[config.mk]
export PLATFORM = sky130hd
export DESIGN_NAME = integer_matrix_multiply_top
export DESIGN_NICKNAME = d
export VERILOG_FILES = /design/src/rtl/core/imm_pkg.sv /design/src/rtl/core/imm_ctrl.sv /design/src/rtl/core/imm_dp.sv /design/src/rtl/core/integer_matrix_multiply_top.sv
export SDC_FILE = /design/constraint.sdc
export NUM_CORES = 2
export LEC_CHECK = 0
export ABC_CLOCK_PERIOD_IN_PS = 8300
export BUFFER_PORTS_ARGS = -buffer_cell sky130_fd_sc_hd__buf_2
export CAP_MARGIN = 10
export CORE_MARGIN = 2
export CORE_UTILIZATION = 64
export CTS_BUF_LIST = sky130_fd_sc_hd__clkbuf_8
export CTS_CLUSTER_DIAMETER = 40
export CTS_CLUSTER_SIZE = 16
export DETAILED_ROUTE_END_ITERATION = 10
export GPL_ROUTABILITY_DRIVEN = 0
export PLACE_DENSITY = 0.8
export SLEW_MARGIN = 20
export SYNTH_ARGS = -nofsm -noshare
export SYNTH_HDL_FRONTEND = slang
export SYNTH_SLANG_ARGS = --single-unit
[constraint.sdc]
create_clock -name aclk -period 8.3 [get_ports aclk]
set_input_delay 2.075 -clock aclk [delete_from_list [all_inputs] [get_ports aclk]]
set_output_delay 2.075 -clock aclk [all_outputs]
set_load 0.01 [all_outputs]
[src/rtl/core/imm_pkg.sv]
// imm_pkg: shared types and constants for the integer matrix multiply block.
// Request payload structs, controller-to-datapath command/status structs, codes.
// No dependencies.
package imm_pkg;

    // Defaults for the top-level parameters
    localparam int DEF_MAX_DIM    = 8;
    localparam int DEF_ELEM_WIDTH = 16;

    // Fixed field widths of the ports
    localparam int IDX_FIELD_W = 3;
    localparam int VALUE_W     = 16;
    localparam int SUM_W       = 32;
    localparam int CMD_W       = 2;
    localparam int CFG_INDEX_W = 2;
    localparam int CFG_DATA_W  = 4;

    // Request command codes
    localparam logic [CMD_W-1:0] CMD_WRITE_A = 2'd0;
    localparam logic [CMD_W-1:0] CMD_WRITE_B = 2'd1;
    localparam logic [CMD_W-1:0] CMD_COMPUTE = 2'd2;

    // Configuration register indexes
    localparam logic [CFG_INDEX_W-1:0] CFG_ROWS_A    = 2'd0;
    localparam logic [CFG_INDEX_W-1:0] CFG_INNER_LEN = 2'd1;
    localparam logic [CFG_INDEX_W-1:0] CFG_COLS_B    = 2'd2;

    localparam logic [CFG_DATA_W-1:0] DIM_RESET = 4'd8;

    typedef struct packed {
        logic [CMD_W-1:0]        cmd;
        logic [IDX_FIELD_W-1:0]  row;
        logic [IDX_FIELD_W-1:0]  col;
        logic signed [VALUE_W-1:0] value;
    } in_item_t;

    typedef struct packed {
        logic [IDX_FIELD_W-1:0]  out_row;
        logic [IDX_FIELD_W-1:0]  out_col;
        logic signed [SUM_W-1:0] sum;
        logic                    last;
    } out_item_t;

    // Controller -> datapath
    typedef struct packed {
        logic                   wr_a;
        logic                   wr_b;
        logic                   issue;
        logic                   first_term;
        logic                   last_term;
        logic [IDX_FIELD_W-1:0] a_row;
        logic [IDX_FIELD_W-1:0] b_col;
        logic [IDX_FIELD_W-1:0] term;
        logic                   load_out;
        logic [IDX_FIELD_W-1:0] out_row;
        logic [IDX_FIELD_W-1:0] out_col;
        logic                   out_last;
    } dp_cmd_t;

    // Datapath -> controller
    typedef struct packed {
        logic sum_ready;
        logic out_free;
    } dp_status_t;

endpackage

[src/rtl/core/imm_ctrl.sv]
// imm_ctrl: sequencer for loads and the row/col/term walk of a product.
// Holds the dimension registers. Depends on imm_pkg.
module imm_ctrl #(
    parameter int MAX_DIM = imm_pkg::DEF_MAX_DIM,
    localparam int IDX_W  = (MAX_DIM > 1) ? $clog2(MAX_DIM) : 1
) (
    input  logic                                 aclk,
    input  logic                                 aresetn,
    input  logic                                 s_valid,
    output logic                                 s_ready,
    input  logic [imm_pkg::CMD_W-1:0]            s_cmd,
    input  logic [imm_pkg::IDX_FIELD_W-1:0]      s_row,
    input  logic [imm_pkg::IDX_FIELD_W-1:0]      s_col,
    input  logic                                 cfg_valid,
    output logic                                 cfg_ready,
    input  logic [imm_pkg::CFG_INDEX_W-1:0]      cfg_index,
    input  logic [imm_pkg::CFG_DATA_W-1:0]       cfg_data,
    input  imm_pkg::dp_status_t                  status,
    output imm_pkg::dp_cmd_t                     dp_cmd
);

    typedef enum logic [1:0] {
        ST_IDLE,
        ST_ISSUE,
        ST_DRAIN
    } state_t;

    state_t state_reg, state_next;

    logic [imm_pkg::CFG_DATA_W-1:0] rows_a_reg, inner_len_reg, cols_b_reg;
    logic [IDX_W-1:0] m_last_reg, n_last_reg, k_last_reg;
    logic [IDX_W-1:0] r_reg, c_reg, t_reg;
    logic             elem_last, term_last, in_range;

    // Last index in use; 0 acts as 1, oversize clamps to MAX_DIM
    function automatic logic [IDX_W-1:0] last_idx(input logic [imm_pkg::CFG_DATA_W-1:0] v);
        if (v == '0) begin
            return '0;
        end else if (v > imm_pkg::CFG_DATA_W'(MAX_DIM)) begin
            return IDX_W'(MAX_DIM - 1);
        end else begin
            return IDX_W'(v - 1'b1);
        end
    endfunction

    assign s_ready   = (state_reg == ST_IDLE);
    assign cfg_ready = 1'b1;
    assign elem_last = (r_reg == m_last_reg) && (c_reg == k_last_reg);
    assign term_last = (t_reg == n_last_reg);
    assign in_range  = ({1'b0, s_row} < imm_pkg::CFG_DATA_W'(MAX_DIM))
                    && ({1'b0, s_col} < imm_pkg::CFG_DATA_W'(MAX_DIM));

    always_comb begin
        state_next        = state_reg;
        dp_cmd            = '0;
        dp_cmd.a_row      = imm_pkg::IDX_FIELD_W'(r_reg);
        dp_cmd.b_col      = imm_pkg::IDX_FIELD_W'(c_reg);
        dp_cmd.term       = imm_pkg::IDX_FIELD_W'(t_reg);
        dp_cmd.first_term = (t_reg == '0);
        dp_cmd.last_term  = term_last;
        dp_cmd.out_row    = imm_pkg::IDX_FIELD_W'(r_reg);
        dp_cmd.out_col    = imm_pkg::IDX_FIELD_W'(c_reg);
        dp_cmd.out_last   = elem_last;
        unique case (state_reg)
            ST_IDLE: begin
                if (s_valid) begin
                    unique case (s_cmd)
                        imm_pkg::CMD_WRITE_A: dp_cmd.wr_a = in_range;
                        imm_pkg::CMD_WRITE_B: dp_cmd.wr_b = in_range;
                        imm_pkg::CMD_COMPUTE: state_next = ST_ISSUE;
                        default: ;
                    endcase
                end
            end
            ST_ISSUE: begin
                dp_cmd.issue = 1'b1;
                if (term_last) begin
                    state_next = ST_DRAIN;
                end
            end
            ST_DRAIN: begin
                if (status.sum_ready && status.out_free) begin
                    dp_cmd.load_out = 1'b1;
                    state_next      = elem_last ? ST_IDLE : ST_ISSUE;
                end
            end
            default: state_next = ST_IDLE;
        endcase
    end

    always_ff @(posedge aclk) begin
        if (!aresetn) begin
            state_reg     <= ST_IDLE;
            rows_a_reg    <= imm_pkg::DIM_RESET;
            inner_len_reg <= imm_pkg::DIM_RESET;
            cols_b_reg    <= imm_pkg::DIM_RESET;
            m_last_reg    <= '0;
            n_last_reg    <= '0;
            k_last_reg    <= '0;
            r_reg         <= '0;
            c_reg         <= '0;
            t_reg         <= '0;
        end else begin
            state_reg <= state_next;
            if (cfg_valid) begin
                unique case (cfg_index)
                    imm_pkg::CFG_ROWS_A:    rows_a_reg    <= cfg_data;
                    imm_pkg::CFG_INNER_LEN: inner_len_reg <= cfg_data;
                    imm_pkg::CFG_COLS_B:    cols_b_reg    <= cfg_data;
                    default: ;
                endcase
            end
            unique case (state_reg)
                ST_IDLE: begin
                    if (s_valid && s_cmd == imm_pkg::CMD_COMPUTE) begin
                        m_last_reg <= last_idx(rows_a_reg);
                        n_last_reg <= last_idx(inner_len_reg);
                        k_last_reg <= last_idx(cols_b_reg);
                        r_reg      <= '0;
                        c_reg      <= '0;
                        t_reg      <= '0;
                    end
                end
                ST_ISSUE: begin
                    t_reg <= term_last ? '0 : t_reg + 1'b1;
                end
                ST_DRAIN: begin
                    // row-major walk, advanced as each element is handed out
                    if (status.sum_ready && status.out_free && !elem_last) begin
                        if (c_reg == k_last_reg) begin
                            c_reg <= '0;
                            r_reg <= r_reg + 1'b1;
                        end else begin
                            c_reg <= c_reg + 1'b1;
                        end
                    end
                end
                default: ;
            endcase
        end
    end

endmodule

[src/rtl/core/imm_dp.sv]
// imm_dp: element stores, multiply-accumulate pipeline and result register.
// Driven by imm_ctrl commands. Depends on imm_pkg.
module imm_dp #(
    parameter int MAX_DIM    = imm_pkg::DEF_MAX_DIM,
    parameter int ELEM_WIDTH = imm_pkg::DEF_ELEM_WIDTH
) (
    input  logic                 aclk,
    input  logic                 aresetn,
    input  imm_pkg::in_item_t    s_payload,
    input  imm_pkg::dp_cmd_t     cmd,
    output imm_pkg::dp_status_t  status,
    output logic                 m_valid,
    input  logic                 m_ready,
    output imm_pkg::out_item_t   m_payload
);

    localparam int DEPTH  = MAX_DIM * MAX_DIM;
    localparam int ADDR_W = (DEPTH > 1) ? $clog2(DEPTH) : 1;
    localparam int PROD_W = 2 * ELEM_WIDTH;

    logic [ELEM_WIDTH-1:0] a_mem [DEPTH];
    logic [ELEM_WIDTH-1:0] b_mem [DEPTH];

    logic [ELEM_WIDTH-1:0]         wr_elem;
    logic [ADDR_W-1:0]             wr_addr, a_rd_addr, b_rd_addr;
    logic [ELEM_WIDTH-1:0]         a_rd_reg, b_rd_reg;
    logic signed [ELEM_WIDTH-1:0]  a_s, b_s;
    logic signed [PROD_W-1:0]      prod_full;
    logic [imm_pkg::SUM_W-1:0]     prod32, prod_reg, acc_reg;
    logic                          v1_reg, first1_reg, last1_reg;
    logic                          v2_reg, first2_reg, last2_reg;
    logic                          sum_ready_reg, m_valid_reg;
    imm_pkg::out_item_t            m_payload_reg;

    function automatic logic [ADDR_W-1:0] addr_of(
        input logic [imm_pkg::IDX_FIELD_W-1:0] r,
        input logic [imm_pkg::IDX_FIELD_W-1:0] c
    );
        return ADDR_W'(int'(r) * MAX_DIM + int'(c));
    endfunction

    // Element taken from the low bits of the 16-bit field, or zero-extended from it when wider
    if (ELEM_WIDTH <= imm_pkg::VALUE_W) begin : g_elem_narrow
        assign wr_elem = s_payload.value[ELEM_WIDTH-1:0];
    end else begin : g_elem_wide
        assign wr_elem = {{(ELEM_WIDTH - imm_pkg::VALUE_W){1'b0}}, s_payload.value};
    end

    assign wr_addr   = addr_of(s_payload.row, s_payload.col);
    assign a_rd_addr = addr_of(cmd.a_row, cmd.term);
    assign b_rd_addr = addr_of(cmd.term, cmd.b_col);

    always_ff @(posedge aclk) begin
        if (cmd.wr_a) begin
            a_mem[wr_addr] <= wr_elem;
        end
        if (cmd.wr_b) begin
            b_mem[wr_addr] <= wr_elem;
        end
        a_rd_reg <= a_mem[a_rd_addr];
        b_rd_reg <= b_mem[b_rd_addr];
    end

    assign a_s       = a_rd_reg;
    assign b_s       = b_rd_reg;
    assign prod_full = a_s * b_s;

    // Wrap or sign-extend the product to the 32-bit accumulator
    if (PROD_W >= imm_pkg::SUM_W) begin : g_prod_wrap
        assign prod32 = prod_full[imm_pkg::SUM_W-1:0];
    end else begin : g_prod_ext
        assign prod32 = imm_pkg::SUM_W'(prod_full);
    end

    always_ff @(posedge aclk) begin
        prod_reg <= prod32;
        if (v2_reg) begin
            acc_reg <= (first2_reg ? '0 : acc_reg) + prod_reg;
        end
        if (cmd.load_out) begin
            m_payload_reg.out_row <= cmd.out_row;
            m_payload_reg.out_col <= cmd.out_col;
            m_payload_reg.sum     <= acc_reg;
            m_payload_reg.last    <= cmd.out_last;
        end
    end

    always_ff @(posedge aclk) begin
        if (!aresetn) begin
            v1_reg        <= 1'b0;
            first1_reg    <= 1'b0;
            last1_reg     <= 1'b0;
            v2_reg        <= 1'b0;
            first2_reg    <= 1'b0;
            last2_reg     <= 1'b0;
            sum_ready_reg <= 1'b0;
            m_valid_reg   <= 1'b0;
        end else begin
            v1_reg     <= cmd.issue;
            first1_reg <= cmd.first_term;
            last1_reg  <= cmd.last_term;
            v2_reg     <= v1_reg;
            first2_reg <= first1_reg;
            last2_reg  <= last1_reg;
            if (v2_reg && last2_reg) begin
                sum_ready_reg <= 1'b1;
            end else if (cmd.load_out) begin
                sum_ready_reg <= 1'b0;
            end
            if (cmd.load_out) begin
                m_valid_reg <= 1'b1;
            end else if (m_ready) begin
                m_valid_reg <= 1'b0;
            end
        end
    end

    assign status.sum_ready = sum_ready_reg;
    assign status.out_free  = !m_valid_reg || m_ready;
    assign m_valid          = m_valid_reg;
    assign m_payload        = m_payload_reg;

endmodule

[src/rtl/core/integer_matrix_multiply_top.sv]
// integer_matrix_multiply_top: C = A x B over element stores loaded by request.
// Instantiates imm_ctrl and imm_dp. Depends on imm_pkg.
//
//  channel  | ports                          | carries
//  ---------+--------------------------------+-------------------------------------
//  s_       | s_valid s_ready s_payload      | write A / write B / compute request
//  m_       | m_valid m_ready m_payload      | one element of C, last on the final
//  cfg_     | cfg_valid cfg_ready index data | rows_a, inner_len, cols_b
//
// Load requests leave the block idle. A compute request produces rows_a*cols_b
// results, each of inner_len terms issued at one MAC term per cycle through the
// store read, multiply and accumulate stages, plus the handoff.
// s_ready is low from a compute request until its last result is registered.
// A held result stalls the next handoff only. Reset: aresetn, synchronous.
module integer_matrix_multiply_top #(
    parameter int MAX_DIM    = imm_pkg::DEF_MAX_DIM,
    parameter int ELEM_WIDTH = imm_pkg::DEF_ELEM_WIDTH
) (
    input  logic                              aclk,
    input  logic                              aresetn,
    input  logic                              s_valid,
    output logic                              s_ready,
    input  imm_pkg::in_item_t                 s_payload,
    output logic                              m_valid,
    input  logic                              m_ready,
    output imm_pkg::out_item_t                m_payload,
    input  logic                              cfg_valid,
    output logic                              cfg_ready,
    input  logic [imm_pkg::CFG_INDEX_W-1:0]   cfg_index,
    input  logic [imm_pkg::CFG_DATA_W-1:0]    cfg_data
);

    imm_pkg::dp_cmd_t    dp_cmd;
    imm_pkg::dp_status_t dp_status;

    imm_ctrl #(
        .MAX_DIM(MAX_DIM)
    ) u_ctrl (
        .aclk      (aclk),
        .aresetn   (aresetn),
        .s_valid   (s_valid),
        .s_ready   (s_ready),
        .s_cmd     (s_payload.cmd),
        .s_row     (s_payload.row),
        .s_col     (s_payload.col),
        .cfg_valid (cfg_valid),
        .cfg_ready (cfg_ready),
        .cfg_index (cfg_index),
        .cfg_data  (cfg_data),
        .status    (dp_status),
        .dp_cmd    (dp_cmd)
    );

    imm_dp #(
        .MAX_DIM    (MAX_DIM),
        .ELEM_WIDTH (ELEM_WIDTH)
    ) u_dp (
        .aclk      (aclk),
        .aresetn   (aresetn),
        .s_payload (s_payload),
        .cmd       (dp_cmd),
        .status    (dp_status),
        .m_valid   (m_valid),
        .m_ready   (m_ready),
        .m_payload (m_payload)
    );

endmodule

# Word-level counts from Yosys, hierarchy flattened
# Memories as Yosys holds them, arrays and structs flattened. A register that Yosys moved wholly into a read port is not among the register bits.
# Index checks and enable logic that the tools add are counted.
# W data, S select, Z words.
# word_totals
reg_bits,143
mem_bits_rw,2048
input_bits,35
out_inout_bits,42
word_cells,120
memories,2
# classes
add_sub_neg,10
n_mul,1
order_cmp,3
eq_ne,16
muxes,37
n_reduce_logical,27
# memory_table
name,words,word_bits,rd,rd_ports_with_merged_regs,write_ports,line,rtl
u_dp.a_mem,64,16,1,1,1,imm_dp.sv:21,logic [ELEM_WIDTH-1:0] a_mem [DEPTH];
u_dp.b_mem,64,16,1,1,1,imm_dp.sv:22,logic [ELEM_WIDTH-1:0] b_mem [DEPTH];
# op_table
op,n
$mux W3,12
$add A32 B32 Y32,1
$mul A16 B16 Y32,1
$mux W32,1
$add A6 B3 Y6,3
$pmux W3 S2,3
$mux W1,14
$gt A4 B4 Y1 const B,3
$logic_not A4 Y1,3
$mux W2,6
$ne A2 B1 Y1 const B,6
$reduce_and A2 Y1,5
$add A3 B1 Y3 const B,3
$eq A3 B3 Y1,3
$sub A3 B1 Y3 const B,3
$reduce_and A4 Y1,2
$reduce_bool A2 Y1,4
$eq A2 B1 Y1 const B,3
$eq A2 B2 Y1 const B,3
$logic_not A2 Y1,3
$pmux W2 S3,1
$logic_and A1 B1 Y1,5
$logic_not A3 Y1,1
$reduce_and A3 Y1,1
3 further kinds,4

# Depth between registers and ports, before layout
# depth
word_depth,7
mapped_depth,22
mapped_depth_nobuf,22

# Hierarchy
# From an unflattened synthesis, not the netlist that was laid out.
# unflattened
hier_cells,4725
hier_area_um2,94936.1
# by_module_without_submodules
mod,n_inst,cells_each,area_each_um2,seq_area_each_um2
imm_dp,1,4526,93169.4,65072.4
imm_ctrl,1,199,1766.7,640.6

# Worst setup path before layout
# OpenSTA, ideal clock, no wires.
# synth_timing
path_type,register -> register
startpoint,"register u_dp.b_rd_reg[7], read port of u_dp.b_mem"
endpoint,register u_dp.prod_reg[31] in the netlist's numbering
setup_time_ns,0.120
arrival_ns,5.592
t_required_ns,8.180
setup_slack_ns,2.589
stages_incl_launch_ff,22
n_path_buf,1
period_less_slack_ns,5.711
path_cell_list,dfxtp_1 -> clkbuf_1 -> nand2_1 -> fa_1 -> inv_1 -> fa_1 -> inv_1 -> fa_1 -> inv_1 -> fa_1 -> fa_1 -> inv_1 -> fa_1 -> inv_1 -> ha_1 -> a21oi_1 -> inv_1 -> o311a_1 -> a21oi_1 -> o211a_1 -> nor2_1 -> a211o_1
# synth_via
elab_chain_cells,1
# synth_lines
item,line,rtl
from (decl),imm_dp.sv:26,"logic [ELEM_WIDTH-1:0] a_rd_reg, b_rd_reg;"
$mul A16 B16 Y32,imm_dp.sv:66,assign prod_full = a_s * b_s;
net u_dp.prod32 (one bit),imm_dp.sv:29,"logic [imm_pkg::SUM_W-1:0] prod32, prod_reg, acc_reg;"
to (signal assigned),imm_dp.sv:76,prod_reg <= prod32;
to (decl),imm_dp.sv:29,
# The timed path passes the listed nets, and every way through them passes these cells.
# A chain may end at the register's enable or synchronous reset.

# Final worst setup path
# layout_timing
startpoint,"register u_dp.a_rd_reg[7], read port of u_dp.a_mem"
endpoint,register u_dp.prod_reg[29] in the netlist's numbering
# layout_via
elab_chain_cells,1
# layout_lines
item,line
from (decl),imm_dp.sv:26
$mul A16 B16 Y32,imm_dp.sv:66
net u_dp.prod32 (one bit),imm_dp.sv:29
# The timed path passes the listed nets, and every way through them passes these cells.

==> results.md <==
- The critical path goes through nand2_1, fa_1, inv_1, fa_1, inv_1, fa_1, inv_1, fa_1, fa_1, inv_1, fa_1, inv_1, ha_1, a21oi_1, inv_1, o311a_1, a21oi_1, o211a_1, nor2_1, o311ai_1.
- The number of flip-flops and latches in the synthesized netlist is 2223.
- The clock input transition at the sequential cells of the worst setup and hold paths is 0.09 ns.
- The cell area after technology mapping is 0.0950 mm^2.
- The placement row count is 141.
- Compared with the post-synthesis result, the final layout area differs by 8.72%.
- The worst setup path is captured at a flip-flop.
- The share of the Yosys chip area taken by registers is 69.1%.
- Together, buffers and inverters on the worst path number 6.
- Once layout is complete, the utilization of the core stands at 70.0%.
- The initial core utilization is 64.4%.
- The number of buffers inserted by post-CTS setup repair is 0.
- The critical path is of the reg2reg type.
- The path type of the worst min-delay path is reg2reg.
- The width of the chip is 389 um.
- The detailed-route wire length on metal 1 is 78600 um.
- The synthesized netlist devotes 7.18% of its cell area to adder and majority cells.
- The number of maximum-capacitance violations is 0.
- The required arrival time at the worst endpoint is 9.15 ns.
- Post-CTS repair changed the size of 0 cells.
- The power per standard cell area is 244 mW/mm^2.
- The highest layer touched by signal routing is met5.
- The die covers 0.152 mm^2.
- The global-route wire length before repair is 323000 um.
- The area of the placeable core is 0.148 mm^2.
- For the pin with the worst max-slew slack, the measured transition is 1.14 ns.
- The data arrival time at the worst-slack endpoint is 7.23 ns.
- Summing the areas of all compound-gate instances in the mapped netlist gives 1.28% of the synthesized area.
- The aggregate negative setup slack is 0 ns.
- The root buffer selected by CTS is clkbuf_8.
- The async set-or-reset flop fraction in the synthesized netlist is 0%.
- The largest buffer count on any clock path is 3.
- The CTS buffer count is 221.
- After detailed routing, the total wire length is 219000 um.
- The I/O pin total is 77.
- The number of distinct standard cells referenced by the synthesized netlist is 68.
- The worst slew slack as a fraction of its limit is 23.9%.
- The detailed-routed wire length on met2 is 108000 um.
- The aggregate global routing overflow is 0.
- Setup repair after global routing left no endpoint under its margin.
- Along the worst path, the maximum fanout reaches 16.
- The most common cell after layout, fill and taps aside is edfxtp_1.
- Across the routed clock network, the largest skew measured is 0.0540 ns.
- After detailed routing, the met3 layer carries 23400 um of wire.
- The floorplan step set the die height to 389 um.
- The average wire per standard cell is 30.6 um.
- The number of hold buffers added after CTS is 0.
- Subtracting the final worst setup slack from the clock period gives 6.38 ns.
- The dominant combinational cell family by area after synthesis is multiplexers.
- The maximum cell stage delay along the critical path is 0.76 ns.
- The slowest library cell on the worst path is dfxtp_1.
- The flow ran to the end, and the final reports show no timing, DRC or antenna violations.
- The xor-xnor portion of the synthesized cell area is 0.691%.
- The all-layer global routing usage is 29.7%.
- The number of global-route vias before repair is 48800.
- A synthesized cell averages 20.0 um^2.
- The pre-antenna-repair detailed-routing pass consisted of 7 iterations.
- Synthesis produced a netlist with a net count of 5172.
- Across all layers, the routed design uses 47400 vias.
- Of the cells placed in the final design, the portion with a size suffix greater than 1 is 25.3%.
- The number of max-slew violations in the final report is 0.
- The number of clock sinks seen by CTS is 2223.
- The proportion of synthesized area in mux cells is 16.0%.
- The number of enable flip-flop cells after synthesis is 2119.
- The hold violation total from the final report is 0.
- The maximum number of pins on one net before global-route repair is 110.
- The clock tree from TritonCTS is yes.
- The count of unresolved DRC violations after routing is 0.
- The largest voltage drop on the vdd net is 0.472 mV.
- The critical path's top delay family is adder cells.
- Setup violations remaining at the end of the flow were counted as 0.
- The post-detailed-placement half-perimeter wirelength is 132000 um.
- After detailed placement, the design holds a cell count of 6714.
- In the routed layout, each cell is associated on average with a via count of 6.64.
- The synthesized netlist devotes 3.27% of its cell area to simple gates.
- The leakage power total is 34.0 nW.
- Timing would allow up to 0.157 GHz.
- The number of levels the H-tree was split into is 4.
- The critical path launch point type is a flip-flop.
- The commonest register cell after synthesis is edfxtp_1.
- For the worst-skew pair, the clock arrives at the later sink with an insertion delay of 1.00 ns.
- The non-filler instance count after layout is 7138.
- After technology mapping, the gate count stands at 4754.
- In the layout the commonest cells are edfxtp_1, mux4_2, inv_1.
- After the first detailed-routing iteration, the DRC count stood at 6604.
- The total power consumption of the routed design is 0.0252 W.
- For this run, the number of Yosys warnings is 0.
- The worst path uses 76.9% of the clock period.
- The count of buffers added on input and output ports is 75.
- For this run, the post-layout net count is 5429.
- The initial antenna violation count was 16.
- Once detail routing completed, the nets flagged for antenna violations numbered 0.
## final timing paths
path	start	endpoint	slack, ns	depth (start not counted)
setup / recovery	u_dp.a_rd_reg[7]	u_dp.prod_reg[29]	1.92	20
hold / removal	u_dp.first1_reg	u_dp.first2_reg	0.44	1
setup reg to reg	u_dp.a_rd_reg[7]	u_dp.prod_reg[29]	1.92	20
hold reg to reg	u_dp.first1_reg	u_dp.first2_reg	0.44	1
## routing by layer
metal / vias up / global-route usage (%)
met3: 470 / 6.48
met5: - / 0
met2: 3083 / 47.3
met4: 16 / 11.4
met1: 24700 / 41.1
li1: 19100 / -
## per-stage QoR
stage | hold slack [ns] | area [um^2] | setup WS [ns]
floorplan | 0.403 | 95000 | 2.59
global placement | 0.416 | 98200 | 2.07
detailed placement | 0.419 | 98200 | 2.05
CTS | 0.444 | 103000 | 2.00
global route | 0.449 | 103000 | 1.58
finish | 0.440 | 103000 | 1.92
## kinds of logic (layout without fill, tap and decap cells)
kind of cell / Yosys count / after routing
other: 1 / 11
XOR/XNOR: 75 / 75
adder cells (fa/ha/maj): 389 / 389
buffers and inverters: 558 / 1002
multiplexers: 682 / 682
AND/OR/NAND/NOR: 641 / 641
flip-flops: 2223 / 2223
AO/OA/AOI/OAI: 185 / 185
## synth_stat cells, types with 6 or more instances
master	count	share of area, %
fa_1	263	5.5
maj3_1	6	0.063
nand2_1	171	0.68
buf_1	27	0.11
nor2b_1	47	0.31
edfxtp_1	2119	67
o211ai_1	10	0.079
nor3_1	11	0.058
ha_1	120	1.6
o21ai_0	19	0.10
nand2b_1	21	0.14
mux2i_1	10	0.11
mux4_2	672	16
nand3_1	13	0.068
xnor2_1	54	0.50
nand4_1	8	0.053
nand3b_1	11	0.087
and2_1	134	0.88
buf_4	11	0.087
clkbuf_1	125	0.49
inv_1	346	1.4
o21bai_1	11	0.087
o21ai_1	13	0.068
dfxtp_1	104	2.2
nor2_1	197	0.78
o21a_1	8	0.063
a21o_1	18	0.14
xor2_1	21	0.19
buf_6	16	0.19
a211oi_1	8	0.063
a21oi_1	55	0.29
and3_1	7	0.046
buf_2	31	0.16
## where the power goes
| group | total, W | leakage, nW | internal [W] | switching (W) |
|---|---|---|---|---|
| Sequential | 0.0125 | 19.9 | 0.0125 | 0.0000655 |
| Combinational | 0.00524 | 11.5 | 0.00227 | 0.00297 |
| Clock | 0.00743 | 2.54 | 0.00332 | 0.00411 |
| Total | 0.0252 | 34.0 | 0.0181 | 0.00715 |
## cell type report
cell class	instances	area, um^2
clock inverter	184	1880
sequential	2223	65700
fill	8465	44300
tap	1930	2410
timing repair buffer	244	1790
inverter	348	1310
multi-input combinational	1973	27100
antenna	10	25.0
clock buffer	226	3110
Note: power is estimated with default switching activity, not from simulation.
